**src/hdl/lis_pkg.sv**
```systemverilog
// ----------------------------------------------------------------------------
// lis_pkg
// shared types, codes and defaults for the indexed list store
// ----------------------------------------------------------------------------
package lis_pkg;

    localparam int CAPACITY_DEF = 64;

    localparam logic [2:0] KIND_READ   = 3'd0;
    localparam logic [2:0] KIND_FRONT  = 3'd1;
    localparam logic [2:0] KIND_APPEND = 3'd2;
    localparam logic [2:0] KIND_INSERT = 3'd3;
    localparam logic [2:0] KIND_DELETE = 3'd4;

    localparam logic [1:0] ST_DONE  = 2'd0;
    localparam logic [1:0] ST_RANGE = 2'd1;
    localparam logic [1:0] ST_FULL  = 2'd2;

    localparam logic [31:0] ALL_ONES = 32'hFFFF_FFFF;

    typedef struct packed {
        logic [2:0]         kind;
        logic [6:0]         position;
        logic signed [31:0] item_value;
    } req_t;

    typedef struct packed {
        logic [1:0]         status;
        logic signed [31:0] read_value;
        logic [6:0]         length;
    } rsp_t;

    typedef enum logic [2:0] {
        S_IDLE,
        S_READ,
        S_SHIFT,
        S_DRAIN,
        S_PUT
    } state_t;

endpackage

```
**src/hdl/indexed_list_store.sv**
```systemverilog
// ----------------------------------------------------------------------------
// indexed_list_store
// ordered list of signed 32-bit words with read, insert and delete by index
// ----------------------------------------------------------------------------
// a read goes through S_READ; an append or insert at the end goes to S_PUT;
//   other inserts shift the words from p up one slot (S_SHIFT, S_DRAIN) before S_PUT;
//   a delete shifts the words above p down, or only shortens the list for the last
//   word; one request at a time, busy is high until the result strobe
// reset clears the length; the store itself is not cleared
// the result strobe lasts one cycle and cannot be stalled by the receiver
module indexed_list_store
    import lis_pkg::*;
#(
    parameter int CAPACITY = CAPACITY_DEF
)
(
    input  logic clk,
    input  logic rst_n,
    input  logic start,
    input  req_t req,
    output logic busy,
    output logic done,
    output rsp_t rsp
);

    localparam int AW = (CAPACITY > 1) ? $clog2(CAPACITY) : 1;

    logic          mem_we;
    logic [AW-1:0] mem_waddr;
    logic [31:0]   mem_wdata;
    logic [AW-1:0] mem_raddr;
    logic [31:0]   mem_rdata;

    lis_ctrl #(
        .CAPACITY (CAPACITY),
        .AW       (AW)
    ) u_ctrl (
        .clk       (clk),
        .rst_n     (rst_n),
        .start     (start),
        .req       (req),
        .busy      (busy),
        .done      (done),
        .rsp       (rsp),
        .mem_we    (mem_we),
        .mem_waddr (mem_waddr),
        .mem_wdata (mem_wdata),
        .mem_raddr (mem_raddr),
        .mem_rdata (mem_rdata)
    );

    lis_mem #(
        .DEPTH (CAPACITY),
        .AW    (AW)
    ) u_mem (
        .clk     (clk),
        .wr_en   (mem_we),
        .wr_addr (mem_waddr),
        .wr_data (mem_wdata),
        .rd_addr (mem_raddr),
        .rd_data (mem_rdata)
    );

endmodule

```
**src/hdl/lis_mem.sv**
```systemverilog
// ----------------------------------------------------------------------------
// lis_mem
// element storage: one write port, one read port with registered data
// ----------------------------------------------------------------------------
module lis_mem
    import lis_pkg::*;
#(
    parameter int DEPTH = CAPACITY_DEF,
    parameter int AW    = (DEPTH > 1) ? $clog2(DEPTH) : 1
)
(
    input  logic          clk,
    input  logic          wr_en,
    input  logic [AW-1:0] wr_addr,
    input  logic [31:0]   wr_data,
    input  logic [AW-1:0] rd_addr,
    output logic [31:0]   rd_data
);

    logic [31:0] store_reg [DEPTH];
    logic [31:0] rd_data_reg;

    always_ff @(posedge clk)
    begin
        if (wr_en)
        begin
            store_reg[wr_addr] <= wr_data;
        end
    end

    always_ff @(posedge clk)
    begin
        rd_data_reg <= store_reg[rd_addr];
    end

    assign rd_data = rd_data_reg;

endmodule

```
**src/hdl/lis_ctrl.sv**
```systemverilog
// ----------------------------------------------------------------------------
// lis_ctrl
// request decode, shift sequencer and result register for the list store
// ----------------------------------------------------------------------------
module lis_ctrl
    import lis_pkg::*;
#(
    parameter int CAPACITY = CAPACITY_DEF,
    parameter int AW       = (CAPACITY > 1) ? $clog2(CAPACITY) : 1
)
(
    input  logic          clk,
    input  logic          rst_n,
    input  logic          start,
    input  req_t          req,
    output logic          busy,
    output logic          done,
    output rsp_t          rsp,
    output logic          mem_we,
    output logic [AW-1:0] mem_waddr,
    output logic [31:0]   mem_wdata,
    output logic [AW-1:0] mem_raddr,
    input  logic [31:0]   mem_rdata
);

    localparam int CW   = $clog2(CAPACITY + 1);
    localparam int CMPW = (CW > 7) ? CW : 7;

    state_t        state_reg,   state_next;
    logic [CW-1:0] count_reg,   count_next;
    logic [AW-1:0] src_reg,     src_next;
    logic [AW-1:0] wr_addr_reg, wr_addr_next;
    logic          wr_pend_reg, wr_pend_next;
    logic          ins_reg,     ins_next;
    logic [AW-1:0] put_reg,     put_next;
    logic [31:0]   value_reg,   value_next;
    logic          done_reg,    done_next;
    rsp_t          rsp_reg,     rsp_next;

    logic [CMPW-1:0] pos_ext;
    logic [CMPW-1:0] cnt_ext;
    logic [CMPW-1:0] ins_pos;
    logic            full;
    logic            last;

    always_ff @(posedge clk or negedge rst_n)
    begin
        if (!rst_n)
        begin
            state_reg   <= S_IDLE;
            count_reg   <= '0;
            wr_pend_reg <= 1'b0;
            done_reg    <= 1'b0;
        end
        else
        begin
            state_reg   <= state_next;
            count_reg   <= count_next;
            wr_pend_reg <= wr_pend_next;
            done_reg    <= done_next;
        end
    end

    always_ff @(posedge clk)
    begin
        src_reg     <= src_next;
        wr_addr_reg <= wr_addr_next;
        ins_reg     <= ins_next;
        put_reg     <= put_next;
        value_reg   <= value_next;
        rsp_reg     <= rsp_next;
    end

    assign pos_ext = CMPW'(req.position);
    assign cnt_ext = CMPW'(count_reg);
    assign full    = (count_reg >= CW'(CAPACITY));
    assign last    = ins_reg ? (src_reg == put_reg) : (src_reg == AW'(count_reg - 1'b1));

    always_comb
    begin
        case (req.kind)
            KIND_FRONT:  ins_pos = '0;
            KIND_APPEND: ins_pos = cnt_ext;
            default:     ins_pos = pos_ext;
        endcase
    end

    always_comb
    begin
        state_next   = state_reg;
        count_next   = count_reg;
        src_next     = src_reg;
        wr_addr_next = wr_addr_reg;
        wr_pend_next = wr_pend_reg;
        ins_next     = ins_reg;
        put_next     = put_reg;
        value_next   = value_reg;
        done_next    = 1'b0;
        rsp_next     = rsp_reg;
        mem_we       = 1'b0;
        mem_waddr    = wr_addr_reg;
        mem_wdata    = mem_rdata;
        mem_raddr    = (state_reg == S_SHIFT) ? src_reg : AW'(req.position);

        case (state_reg)
            S_IDLE:
            begin
                if (start)
                begin
                    rsp_next.read_value = ALL_ONES;
                    rsp_next.status     = ST_DONE;
                    value_next          = req.item_value;
                    wr_pend_next        = 1'b0;
                    case (req.kind)
                        KIND_READ:
                        begin
                            if (pos_ext < cnt_ext)
                            begin
                                state_next = S_READ;
                            end
                            else
                            begin
                                rsp_next.status = ST_RANGE;
                                done_next       = 1'b1;
                            end
                        end
                        KIND_FRONT, KIND_APPEND, KIND_INSERT:
                        begin
                            if (ins_pos > cnt_ext)
                            begin
                                rsp_next.status = ST_RANGE;
                                done_next       = 1'b1;
                            end
                            else if (full)
                            begin
                                rsp_next.status = ST_FULL;
                                done_next       = 1'b1;
                            end
                            else
                            begin
                                ins_next = 1'b1;
                                put_next = AW'(ins_pos);
                                src_next = AW'(count_reg - 1'b1);
                                // nothing to move when the slot is at the end
                                state_next = (ins_pos == cnt_ext) ? S_PUT : S_SHIFT;
                            end
                        end
                        KIND_DELETE:
                        begin
                            if (pos_ext < cnt_ext)
                            begin
                                ins_next = 1'b0;
                                src_next = AW'(pos_ext + 1'b1);
                                if (pos_ext == cnt_ext - 1'b1)
                                begin
                                    count_next = count_reg - 1'b1;
                                    done_next  = 1'b1;
                                end
                                else
                                begin
                                    state_next = S_SHIFT;
                                end
                            end
                            else
                            begin
                                rsp_next.status = ST_RANGE;
                                done_next       = 1'b1;
                            end
                        end
                        default:
                        begin
                            rsp_next.status = ST_RANGE;
                            done_next       = 1'b1;
                        end
                    endcase
                end
            end
            S_READ:
            begin
                rsp_next.read_value = mem_rdata;
                done_next           = 1'b1;
                state_next          = S_IDLE;
            end
            S_SHIFT:
            begin
                // word read last cycle lands one slot over this cycle
                mem_we       = wr_pend_reg;
                wr_pend_next = 1'b1;
                wr_addr_next = ins_reg ? (src_reg + 1'b1) : (src_reg - 1'b1);
                src_next     = ins_reg ? (src_reg - 1'b1) : (src_reg + 1'b1);
                if (last)
                begin
                    state_next = S_DRAIN;
                end
            end
            S_DRAIN:
            begin
                mem_we       = 1'b1;
                wr_pend_next = 1'b0;
                if (ins_reg)
                begin
                    state_next = S_PUT;
                end
                else
                begin
                    count_next = count_reg - 1'b1;
                    done_next  = 1'b1;
                    state_next = S_IDLE;
                end
            end
            S_PUT:
            begin
                mem_we     = 1'b1;
                mem_waddr  = put_reg;
                mem_wdata  = value_reg;
                count_next = count_reg + 1'b1;
                done_next  = 1'b1;
                state_next = S_IDLE;
            end
            default:
            begin
                state_next = S_IDLE;
            end
        endcase

        if (done_next)
        begin
            rsp_next.length = 7'(count_next);
        end
    end

    assign busy = (state_reg != S_IDLE);
    assign done = done_reg;
    assign rsp  = rsp_reg;

    a_count_bound: assert property (@(posedge clk) disable iff (!rst_n)
        count_reg <= CW'(CAPACITY))
        else $error("element count above capacity");

    a_done_idle: assert property (@(posedge clk) disable iff (!rst_n)
        done_reg |-> (state_reg == S_IDLE))
        else $error("result shown while a request is still at work");

    a_shift_no_overlap: assert property (@(posedge clk) disable iff (!rst_n)
        (state_reg == S_SHIFT && wr_pend_reg) |-> (wr_addr_reg != src_reg))
        else $error("shift writes the entry it reads");

    a_count_with_result: assert property (@(posedge clk) disable iff (!rst_n)
        (count_next != count_reg) |=> done_reg)
        else $error("length changed without a result");

    a_write_busy: assert property (@(posedge clk) disable iff (!rst_n)
        mem_we |-> busy)
        else $error("store written while idle");

endmodule
```
**config.mk**
```make
export PLATFORM = sky130hd
export DESIGN_NAME = indexed_list_store
export DESIGN_NICKNAME = d
export VERILOG_FILES = /design/src/hdl/lis_pkg.sv /design/src/hdl/indexed_list_store.sv /design/src/hdl/lis_mem.sv /design/src/hdl/lis_ctrl.sv
export SDC_FILE = /design/constraint.sdc
export NUM_CORES = 2
export LEC_CHECK = 0
export BUFFER_PORTS_ARGS = -buffer_cell sky130_fd_sc_hd__buf_2
export CORE_MARGIN = 2
export CORE_UTILIZATION = 60
export CTS_CLUSTER_DIAMETER = 80
export DETAILED_ROUTE_END_ITERATION = 10
export GPL_TIMING_DRIVEN = 1
export HOLD_SLACK_MARGIN = 0.15
export PLACE_DENSITY = 0.73
export SETUP_SLACK_MARGIN = 0.4
export SYNTH_ARGS = -nofsm -noshare
export SYNTH_HDL_FRONTEND = slang
export SYNTH_HIERARCHICAL = 1
export SYNTH_SLANG_ARGS = --single-unit
```
**constraint.sdc**
```tcl
create_clock -name clk -period 8.4 [get_ports clk]
set_input_delay 1.26 -clock clk [delete_from_list [all_inputs] [get_ports clk]]
set_output_delay 1.26 -clock clk [all_outputs]
set_load 0.05 [all_outputs]
```
## Word level (Yosys, flattened, before mapping)

Memories as Yosys holds them, arrays and structs flattened. A register that Yosys moved wholly into a read port is not among the register bits.
Cells that the tools add are included.

| word-level totals | value |
|---|---|
| memory bits (read-only) | 0 |
| latch bits | 0 |
| word-level logic and storage cells | 119 |
| output and inout port bits | 43 |
| memories kept | 1 |
| input port bits | 45 |
| register bits after elaboration | 104 |
| bits in writable memories | 2,048 |

| operators by class | value |
|---|---|
| bitwise operators | 2 |
| shift-type cells | 0 |
| equality and inequality tests | 24 |
| divide/modulo/power cells | 0 |
| reductions and logical operators | 18 |
| $add $sub $neg | 5 |
| mux-type cells | 54 |
| $lt $le $gt $ge | 3 |
| $mul | 0 |

Memory list:

| name | words | bits a word | read ports | clocked after Yosys merged registers in | wr ports | line | source |
|---|---|---|---|---|---|---|---|
| u_mem.store_reg | 64 | 32 | 1 | 1 | 1 | lis_mem.sv:20 | `logic [31:0] store_reg [DEPTH];` |

Operators with widths:

| cell | number |
|---|---|
| 2-to-1 mux 32 bit | 2 |
| one-hot mux 32 bit (2 select lines) | 1 |
| 2-to-1 mux 6 bit | 8 |
| 2-to-1 mux 7 bit | 5 |
| 2-to-1 mux 3 bit | 9 |
| one-hot mux 6 bit (2 select lines) | 2 |
| one-hot mux 7 bit (3 select lines) | 1 |
| one-hot mux 3 bit (3 select lines) | 2 |
| 2-to-1 mux 1 bit | 15 |
| == test 7 bit | 2 |
| one-hot mux 7 bit (2 select lines) | 1 |
| adder 6 x 1 -> 6 bit (second input constant) | 2 |
| == test 3 x 2 -> 1 bit (second input constant) | 4 |
| == test 6 bit | 2 |
| inequality test 3 bit (second input constant) | 4 |
| AND reduction 6 bit | 2 |
| one-hot mux 1 bit (3 select lines) | 3 |
| AND reduction 8 bit | 1 |
| adder 7 x 1 -> 7 bit (second input constant) | 1 |
| greater-or-equal comparator 7 bit (second input constant) | 1 |
| > comparator 7 bit | 1 |
| less-than comparator 7 bit | 1 |
| subtractor 7 x 1 -> 7 bit (second input constant) | 1 |
| == test 3 x 1 -> 1 bit (second input constant) | 2 |
| other kinds (17) | 33 |

## Logic depth before layout (Yosys ltp)

| logic depth | value |
|---|---|
| word-level depth | 9 |
| gate-level depth with buffers | 16 |
| mapped depth without buffers | 10 |

## Modules after synthesis

The synthesis kept the hierarchy.

By module, submodules not included:

| module | area an instance (µm²) | cells an instance | times used | sequential area each (µm²) |
|---|---|---|---|---|
| lis_mem | 78,541.6 | 3,328 | 1 | 62,139.6 |
| lis_ctrl | 6,030.8 | 593 | 1 | 3,062.9 |

## Worst setup path before layout

Ideal clock, no wire load.

| path | value |
|---|---|
| path kind | flip-flop to flip-flop |
| from | reg u_ctrl.state_reg[0] |
| to | mem u_mem.store_reg[40][0], enable pin |
| cell stages (with the launch flop) | 12 |
| data arrival time | 4.647 ns |
| period minus slack after synthesis | 5.108 ns |
| required time | 7.939 ns |
| setup time | 0.461 ns |
| slack | 3.292 ns |
| buffers on the path | 4 |
| path through | dfrtp_1 > clkbuf_1 > or2_2 > clkbuf_1 > nor2_1 > clkbuf_1 > buf_1 > nand2_1 > nand2_1 > nand3_1 > or3_1 > nor3_1 |

| on the way | value |
|---|---|
| elaborated cells between the ends (all ways) | 8 |
| those cells by class | 3 x eq/ne; 4 x mux; 1 x reduce/logical |

RTL lines:

| item | line | source |
|---|---|---|
| start: declaration | lis_ctrl.sv:29 | `state_t state_reg, state_next;` |
| start signal: assignment | lis_ctrl.sv:57 | `state_reg <= state_next;` |
| == test 3 bit | lis_ctrl.sv:105 | `case (state_reg)` |
| 2-to-1 mux 6 bit | lis_ctrl.sv:105 |  |
| via mem_waddr[3] | indexed_list_store.sv:29 | `logic [AW-1:0] mem_waddr;` |
| end: declaration | lis_mem.sv:20 |  |

The timed path passes the listed nets, and every way through them passes these cells.

## Worst setup path in the final report

| path | value |
|---|---|
| from | reg u_ctrl.state_reg[1] |
| to | mem u_mem.store_reg[53][27], enable pin |

The elaborated chain is that of the path after synthesis.

==> flow_metrics.py <==
metrics = {
    "global_routing": {
        "grt_usage": 0.317,
        "grt_pass1_wl_um": 315000,
        "overflow": 0,
        "antenna_found_initial": 8,
        "grt_pass1_vias": 42251,
        "grt_max_degree": 102,
    },
    "floorplanning": {
        "fp.coreArea_sq_um": 140000,
        "core.rowCount": 137,
        "pin_count": 88,
        "die_h_um": 379,
        "die_area_sq_um": 144000,
        "initial_core_util": 0.605,
        "die_width_um": 379,
    },
    "clocking": {
        "cts_root_buf": "clkbuf_16",
        "post_cts_buffers": 0,
        "path_clk_slew_ps": 60,
        "cts_resized": 0,
        "numCtsBuffers": 207,
        "hold_buffers": 0,
        "htreeDepth": 4,
        "clock_latency_ps": 860,
        "cts_tree": "built",
        "ctsLongestPathBuffers": 3,
        "clock-sinks": 2184,
    },
    "synthesis": {
        "ys.flop_type": "edfxtp_1",
        "yosysUniqueCellTypes": 82,
        "netlist_area_sq_um": 84600,
        "ys_seq_area_frac": 0.771,
        "synth_seq_cells": 2184,
        "synth_edf_count": 2140,
        "synth_nets": 3985,
        "syn-instance-count": 3921,
        "syn_avg_cell_area_sq_um": 21.6,
        "async_reset_ff_frac": 0.00549,
        "synth_warnings": 6,
    },
    "setup_path": {
        "cp-end-kind": "register",
        "crit_arrival_ps": 5380,
        "startpoint_type": "register",
        "crit_fanout": 40,
        "required_ps": 8890,
        "crit_type": "register to register",
    },
    "route": {
        "drc_errors": 0,
        "vias": 43231,
        "dr.max_layer_used": "met5",
        "detail-route-antenna-nets": 0,
        "dr_wl_met3_um": 28100,
        "wire_per_inst_um": 36.1,
        "wl_met2_um": 106000,
        "drt-total-wl_um": 223000,
        "drt-pass1-iter-count": 9,
        "viasPerCell": 6.99,
        "drt-initial-drc-count": 7073,
        "m1WireLength_um": 79800,
    },
    "final_layout": {
        "mostFrequentLayoutCells": "2140 x edfxtp_1, 544 x mux4_2, 212 x clkbuf_16",
        "fillCellCount": 8427,
        "fin_nets": 4190,
        "layout_commonest_cell": "edfxtp_1",
        "drive_gt1_frac": 0.277,
        "syn2layout_area_growth_pct": 12.2,
        "fin_cells": 6184,
        "fin_util": 0.679,
        "largest_register_ffs": 2048,
    },
    "timing": {
        "rsz0062_at_grt": "false",
        "post-route-period-util": 0.582,
        "skew_ps": 34.9,
        "hold_viol_final": 0,
        "fin_crit_ps": 4890,
        "postLayoutSetupSlackWorst_ps": 3510,
        "drv_slew": 0,
        "tightest_slew_ps": 1330,
        "setup_tns_ps": 0,
        "fmax_mhz": 204,
        "relSlewSlack": 0.112,
        "setup_viol": 0,
    },
    "power_and_ir_drop": {
        "finalPower_mw": 27.9,
        "powerDensity_nw_per_um2": 294,
        "ir_drop_mv": 0.285,
        "power_leakage_nw": 29.8,
    },
    "placed_design": {
        "hpwl_um": 123000,
        "gp_congestion": 0.900,
        "dp_slack_ps": 3220,
        "dp_cells": 5793,
        "portBuffers": 87,
    },
    "flow_run": {
        "maxCapViolCount": 0,
    },
    "worst_hold_path": {
        "hold_path_class": "primary input to async pin",
    },
    "outcome": {
        "outcome": "complete, no violations",
    },
}
-- stage by stage --
stage	hold slack, ps	cell area (sq um)
final	299	94900
after global routing	282	94900
after CTS	265	94900
after detailed placement	484	87900
after global placement	484	87900
after floorplan	459	84600
-- synth_stat cells, types with 8 or more instances --
| cell type | n | area share |
|---|---|---|
| a21oi_1 | 81 | 0.0048 |
| a22oi_1 | 17 | 0.0015 |
| a311oi_1 | 8 | 0.00083 |
| buf_1 | 15 | 0.00067 |
| buf_2 | 57 | 0.0034 |
| buf_4 | 25 | 0.0022 |
| buf_6 | 8 | 0.0011 |
| clkbuf_1 | 111 | 0.0049 |
| dfrtp_1 | 12 | 0.0036 |
| dfxtp_1 | 32 | 0.0076 |
| edfxtp_1 | 2140 | 0.76 |
| ha_1 | 19 | 0.0028 |
| inv_1 | 18 | 0.00080 |
| mux2i_1 | 100 | 0.012 |
| mux4_2 | 544 | 0.14 |
| nand2_1 | 169 | 0.0075 |
| nand2b_1 | 44 | 0.0033 |
| nand3_1 | 19 | 0.0011 |
| nand3b_1 | 8 | 0.00071 |
| nor2_1 | 163 | 0.0072 |
| nor2b_1 | 17 | 0.0013 |
| nor3_1 | 17 | 0.0010 |
| o21ai_0 | 24 | 0.0014 |
| o221ai_1 | 27 | 0.0028 |
| o22ai_1 | 84 | 0.0062 |
| or3_1 | 8 | 0.00059 |
| xnor2_1 | 18 | 0.0019 |
| xor2_1 | 11 | 0.0011 |
-- area by class of cell --
cell class                 instances  area [sq um]  area share
clock inverter                   112          1290      0.0136
inverter                          20          80.1    0.000844
timing repair buffer             219          1490      0.0157
sequential                      2184         65200       0.687
clock buffer                     278          5680      0.0599
tap                             1876          2350      0.0247
antenna                            1          2.50   0.0000264
multi-input combinational       1494         18800       0.198
-- report_power, final --
part	total (mW)	switching, mW	internal, mW
Clock	9.52	3.97	5.55
Combinational	4.64	3.29	1.35
Sequential	13.8	0.242	13.5
-- path summary, 6_finish.rpt --
kind / start / end / slack [ps] / cells past startpoint
max: u_ctrl/state_reg[1] / u_mem/store_reg[53][27] / 3510 / 9
min: rst_n / u_ctrl/state_reg[2] / 300 / 1
max reg2reg: u_ctrl/state_reg[1] / u_mem/store_reg[53][27] / 3510 / 9
min reg2reg: u_ctrl/wr_pend_reg / u_ctrl/wr_pend_reg / 510 / 1
max in group asynchronous: rst_n / u_ctrl/cnt_ext[2] / 7870 / 1
min in group clk: u_ctrl/wr_pend_reg / u_ctrl/wr_pend_reg / 510 / 1
-- metal layers --
layer  GRT usage  vias to the layer above
met5           0                        -
met4       0.123                        8
met3      0.0773                      473
met2       0.489                     3152
met1       0.444                    22823
li1            -                    16775
-- worst max-delay path, stage by stage, from the launching register on --
cell and delay, ps:
dfrtp_1 500, or2_2 440, nor2_4 100, buf_4 520, nand2_1 110, nand2_1 490, nor2b_1 260, nand3_1 570
nor2_4 1010, buf_4 490
-- cell families after synthesis --
logic type | after synthesis | share of synthesized area
AO/OA/AOI/OAI | 302 | 0.0240
adder cells (fa/ha/maj) | 19 | 0.00281
buffers and inverters | 243 | 0.0143
multiplexers | 649 | 0.157
AND/OR/NAND/NOR | 493 | 0.0270
flip-flops | 2184 | 0.771
XOR/XNOR | 31 | 0.00354
(Power assumes the default switching activity.)
